**config.mk**
```make
export PLATFORM = sky130hd
export DESIGN_NAME = fbdc_round_cell
export DESIGN_NICKNAME = d
export VERILOG_FILES = /design/src/sv/fbdc_pkg.sv /design/src/sv/fbdc_round_cell.sv
export VERILOG_INCLUDE_DIRS = /design/src /design/src/sv
export SDC_FILE = /design/constraint.sdc
export NUM_CORES = 1
export LEC_CHECK = 0
export BUFFER_PORTS_ARGS = -buffer_cell sky130_fd_sc_hd__buf_4
export CAP_MARGIN = 5
export CORE_AREA = 2 2 297 299
export DETAILED_ROUTE_END_ITERATION = 7
export DIE_AREA = 0 0 299 301
export SKIP_LAST_GASP = 1
export SLEW_MARGIN = 25
export SYNTH_ARGS = -nofsm -noshare
export SYNTH_HDL_FRONTEND = slang
export SYNTH_SLANG_ARGS = --single-unit
```
**constraint.sdc**
```tcl
create_clock -name clk -period 6.7 [get_ports clk]
set_input_delay 1.34 -clock clk [delete_from_list [all_inputs] [get_ports clk]]
set_output_delay 1.34 -clock clk [all_outputs]
set_load 0.005 [all_outputs]
```
**src/sv/feistel_block_decrypt_cbc_assert.svh**
```systemverilog
// Assertion macros shared by the block decryptor modules.
// Expects a clock named clk and an active-low reset named rst_n in the including scope.
`ifndef FEISTEL_BLOCK_DECRYPT_CBC_ASSERT_SVH
`define FEISTEL_BLOCK_DECRYPT_CBC_ASSERT_SVH

// Checked only while the block is out of reset.
`define FBDC_ASSERT(lbl, prop, msg) \
  lbl: assert property (@(posedge clk) disable iff (!rst_n) (prop)) else $error(msg);

// Checked on every edge, reset included.
`define FBDC_ASSERT_ALWAYS(lbl, prop, msg) \
  lbl: assert property (@(posedge clk) (prop)) else $error(msg);

`endif

```
**src/sv/fbdc_pkg.sv**
```systemverilog
// Types and constants for the CBC block decryptor.
// Used by the RTL modules and the testbench; no dependencies.
package fbdc_pkg;

  localparam int unsigned KEY_BYTES = 64;
  localparam int unsigned KEY_REGS  = 8;
  localparam int unsigned CFG_AW    = 6;

  // Operation carried in tuser with each input item.
  typedef enum logic {
    OP_LOAD    = 1'b0,
    OP_DECRYPT = 1'b1
  } fbdc_op_t;

  // Element k is key byte k.
  typedef logic [KEY_BYTES-1:0][7:0] fbdc_key_t;

  // One item in flight: the two halves and the chaining value it xors with.
  typedef struct packed {
    logic [31:0] lft;
    logic [31:0] rgt;
    logic [63:0] cv;
  } fbdc_stage_t;

endpackage

```
**src/sv/fbdc_round_cell.sv**
```systemverilog
// One Feistel round as a pipeline cell with its own valid bit and stall control.
// Depends on fbdc_pkg and feistel_block_decrypt_cbc_assert.svh.
`include "feistel_block_decrypt_cbc_assert.svh"

module fbdc_round_cell
  import fbdc_pkg::*;
#(
  parameter int unsigned ROUND = 0
) (
  input  logic        clk,
  input  logic        rst_n,
  input  fbdc_key_t   key,
  input  logic        up_valid,
  input  fbdc_stage_t up_data,
  output logic        up_ready,
  output logic        valid_r,
  output fbdc_stage_t data_r,
  input  logic        dn_ready
);

  // The S-box of round r starts at key byte 8r, taken modulo the key length.
  localparam logic [5:0] ROUND_BASE = 6'((ROUND % 8) * 8);

  logic [5:0]  idx;
  logic [31:0] sbox;
  fbdc_stage_t data_nxt;
  logic        valid_nxt;

  always_comb begin
    idx  = ROUND_BASE + up_data.rgt[5:0];
    sbox = {key[idx], key[idx + 6'd1], key[idx + 6'd2], key[idx + 6'd3]};
    data_nxt.lft = up_data.lft ^ sbox;
    data_nxt.rgt = {up_data.rgt[23:0], up_data.rgt[31:24]};
    data_nxt.cv  = up_data.cv;
  end

  // A cell moves on when it is empty or its neighbor takes its item.
  assign up_ready  = !valid_r || dn_ready;
  assign valid_nxt = up_valid;

  always_ff @(posedge clk) begin
    if (!rst_n) begin
      valid_r <= 1'b0;
    end else if (up_ready) begin
      valid_r <= valid_nxt;
    end
  end

  always_ff @(posedge clk) begin
    if (up_ready) begin
      data_r <= data_nxt;
    end
  end

  `FBDC_ASSERT(a_cell_hold, valid_r && !dn_ready |=> valid_r && $stable(data_r), "stalled cell lost its item")
  `FBDC_ASSERT(a_cell_take, up_valid && up_ready |=> valid_r, "cell dropped an incoming item")
  `FBDC_ASSERT(a_cell_drain, !up_valid && up_ready |=> !valid_r, "cell invented an item")

endmodule

```
Word level (Yosys, flattened, before mapping)
Cells that the tools add are included.

word-level totals
  flip-flop bits (word level) = 129
  input port bits = 644
  output and inout port bits = 130
  word-level logic and storage cells = 22

operators by class
  add/subtract/negate cells = 3
  magnitude comparators = 4
  mux-type cells = 8
  bitwise logic cells = 1
  reductions and logical operators = 2

operator list
  cell                                                         number
  binary-select mux 8 bit (select 6 bit)                       4
  two-way mux 8 bit                                            4
  XOR 32 bit                                                   1
  less-than comparator 6 x 7 -> 1 bit (second input constant)  4
  adder 6 x 2 -> 6 bit (second input constant)                 2
  adder 6 x 1 -> 6 bit (second input constant)                 1
  logical NOT 1 bit                                            1
  logical OR 1 bit                                             1

Longest topological paths before layout
  depth after elaboration = 4
  mapped depth = 17
  gate-level depth less buffers = 9

Worst setup path after synthesis
Ideal clock, no wire load.

  kind = input to output
  start point = in dn_ready
  end point = out up_ready
  arrival = 4.478 ns
  data required time = 5.360 ns
  setup slack = 0.882 ns
  stages = 1
  buffers on the path = 0
  cells stage by stage = nand2b_1

on the way
  longest elaborated chain between the ends = 1

ends and longest elaborated chain
  item              RTL line               source
  from (decl)       fbdc_round_cell.sv:18  input logic dn_ready
  logical OR 1 bit  fbdc_round_cell.sv:38  assign up_ready = !valid_r || dn_ready;
  to (decl)         fbdc_round_cell.sv:15  output logic up_ready,

Every way passes these cells.

==> reports/summary.txt <==
result of the run - finished, final reports clean
Final period util - 72.0%
latest clock arrival within the worst-skew pair - 0.54 ns
post-synthesis register bit count - 129
Syn Nets - 2330
wire length on met1 - 44200 um
number of antenna violations at the first check in global routing - 23
nature of the critical path endpoint - register
largest voltage drop on the vdd net - 215 uV
Pleak - 11.2 nW
type of element launching the critical path - primary input
count of flip-flops with a built-in enable after synthesis - 128
path depth of the worst reg2reg path - 3
startpoint of the worst hold path - valid_r
Arrival @ worst endpoint - 5.10 ns
Clk Tree Root Cell - clkbuf_16
I/O pin count - 774
number of hold-repair buffers added at the cts stage - 0
buffers inserted by post-CTS timing repair - 0
Hold EP - valid_r
cell types occupying the most area after synthesis - mux4_2 (49%), edfxtp_1 (18%), mux2i_1 (7.3%)
sum of routed wire length over all layers - 119000 um
Post-synth ARST share - 0%
total die area - 90000 um^2
register-to-register setup slack - 4.18 ns
Detailed Place HPWL - 94300 um
RSZ-0062 raised after global routing - false
max-slew headroom at the worst pin - 26.1%
maximum number of pins on one net before global-route repair - 136
timing-limited maximum frequency - 207 MHz
die span in y - 301 um
DRC errors left - 0
residual antenna-violating net count after detailed routing - 0
share of Yosys cell area claimed by the top area cell type - 49.2%
most frequent cells in the layout - buf_4 (834), mux4_2 (462), nand2_1 (257), mux2i_1 (154), edfxtp_1 (128)
highest routed metal layer - met5
met2 wirelength from detailed routing - 56300 um
Min-Delay Path Class - reg -> reg
Clock transition at path regs - 0.09 ns
number of rows created at floorplan - 108
part of the Yosys area used for sequential elements - 18.3%
worst endpoint required time - 6.98 ns
Cell Pwr Density - 156 nW/um^2
post-DR wirelength/cell - 33.6 um
per-cell via count in the routed design - 6.02
setup skew after layout - 0.0282 ns
Total Negative Setup Slacks - 0 ns
relative area change from synthesis to final layout - 36.4%
detailed-router iteration count before antenna repair - 6
met3 WL post-DR - 13400 um
Synth Warn # - 0
overall routing resource usage - 25.7%
final-report hold violation count - 0
Final Setup Violations - 0
Buf+Inv Stages, Crit Path - 3
DRC marker count from the first detailed-route iteration - 2809
dominant register cell in the synthesized netlist - edfxtp_1
Tmin final - 4.82 ns
final number of max-transition violations - 0
worst r2r src - valid_r
critical path start-end classification - in -> reg
most common library cell in the layout ignoring fill and taps - buf_4
cell depth of the worst hold path - 2
# H-tree levels - 4
# resized after CTS - 0
critical-path cell with the highest stage delay - buf_4
number of nets in the finished design - 3009
cell breakdown of the critical path - buf_8 -> inv_1 -> ha_4 -> buf_4 -> nand2_1 -> nor2_1 -> a311oi_1 -> a41oi_1 -> nor3_1 -> nor3_1 -> xnor2_1
initial standard-cell utilization of the core - 24.4%
number of buffers added by the clock tree synthesis step - 17
combined area of all synthesized cells - 21100 um^2
cell repeated most along the worst path - nor3_1
die extent in x - 299 um
core area - 86500 um^2
synthesized area divided by synthesized cell count - 12.6 um^2
IO buf count - 773
transition time at the pin with the least slew margin - 1.10 ns
total vias in the final route - 21300
critical path's largest stage delay - 0.69 ns
share of the core filled with cells in the final layout - 33.3%
global-route wire length before repair - 164000 um
Synth cell types - 59
grt ovf - 0
via count of the first global-routing pass - 21100
Worst Path Max Fanout - 61
Max-Cap Viols - 0
Clock Tree Buf Depth - 2
Synth Instances - 1682
cell accounting for the most synthesized area - mux4_2
Clock Sink Count - 129
end of the worst register-to-register path - data_r[45]
gpl congestion - 0.891
layout cell share with drive strength beyond 1 - 58.6%
clock tree from TritonCTS - yes
category of cells accounting for the largest share of critical-path delay - buffers and inverters
[state kept, by name, indices dropped and copies added (netlist names)]
signal and count:
data_r 128, valid_r 1
[power breakdown]
part           switching (mW)  internal [mW]  total (mW)
logic                    1.22           1.18        2.40
clock network           0.548          0.498        1.05
registers              0.0432           1.00        1.05
[layout make-up]
class,count,area [um^2]
Antenna cell,13,32.5
Clock buffer,17,425
Clock inverter,15,168
Fill cell,8728,57700
Inverter,4,17.5
Multi-Input combinational cell,1364,16400
Sequential cell,129,3860
Tap cell,1155,1450
Timing Repair Buffer,845,6480
[cell families after synthesis]
group,after synthesis,synth area share [%]
fa+ha+maj,4,0.237
flops,129,18.3
mux,635,57.5
xor+xnor,48,2.18
buf+inv,189,5.12
simple gates,451,9.15
compound gates,226,7.48
[stage by stage]
| step | power, mW | std cells | hold slack (ns) | instance area, um^2 | worst slack [ns] |
|---|---|---|---|---|---|
| after floorplan | 2.33 | 1682 | 1.44 | 21100 | 0.882 |
| after global placement | 3.43 | 3496 | 0.898 | 28200 | 1.36 |
| after detailed placement | 3.44 | 3496 | 0.912 | 28200 | 1.35 |
| after CTS | 4.51 | 3528 | 0.904 | 28800 | 1.92 |
| after global routing | 4.67 | 3533 | 0.927 | 28800 | 1.67 |
| final | 4.49 | 3542 | 0.924 | 28800 | 1.88 |
[synthesized netlist by cell type (3+ instances only)]
| master | n |
|---|---|
| mux2i_1 | 154 |
| a31oi_1 | 31 |
| nand4_1 | 8 |
| a311oi_1 | 3 |
| nor2_1 | 48 |
| xor2_1 | 30 |
| o211ai_1 | 7 |
| a22oi_1 | 23 |
| a32oi_1 | 21 |
| mux4_2 | 462 |
| and2_1 | 8 |
| a21oi_1 | 42 |
| clkbuf_1 | 47 |
| o32ai_1 | 3 |
| edfxtp_1 | 128 |
| mux2_2 | 17 |
| o221ai_1 | 3 |
| nor4_1 | 5 |
| buf_2 | 67 |
| or2_2 | 4 |
| o311a_1 | 3 |
| xnor2_1 | 14 |
| buf_6 | 11 |
| buf_4 | 46 |
| and3_1 | 7 |
| nor3_1 | 9 |
| ha_1 | 4 |
| a211oi_1 | 15 |
| nand3_1 | 90 |
| nor2b_1 | 3 |
| o21ai_0 | 16 |
| o22ai_1 | 24 |
| a41oi_1 | 7 |
| a221oi_1 | 4 |
| nand2b_1 | 10 |
| buf_1 | 12 |
| nand2_1 | 257 |
| o2111ai_1 | 8 |
[routing by layer]
metal  up-vias  global-route usage (%)
met2      1737                    41.0
met4        20                    10.5
li1       8545                       -
met1     10800                    32.6
met3       265                    7.50
met5         -                       0
[tightest hold or removal path, stage by stage (launching register included)]
cell and delay [ns]:
dfxtp_1 0.36, nand2b_4 0.37, a21boi_0 0.15
[how the worst max path moves through the flow]
stage,from,slack (ns),cells past startpoint,endpoint
2_1_floorplan,dn_ready,0.88,1,up_ready
3_3_place_gp,up_data[65],1.36,11,data_r[115]
3_5_place_dp,up_data[65],1.35,11,data_r[115]
4_1_cts,up_data[65],1.92,11,data_r[115]
5_1_grt,up_data[65],1.67,11,data_r[115]
6_report,up_data[65],1.88,11,data_r[115]
Note: power is estimated with default switching activity, not from simulation.
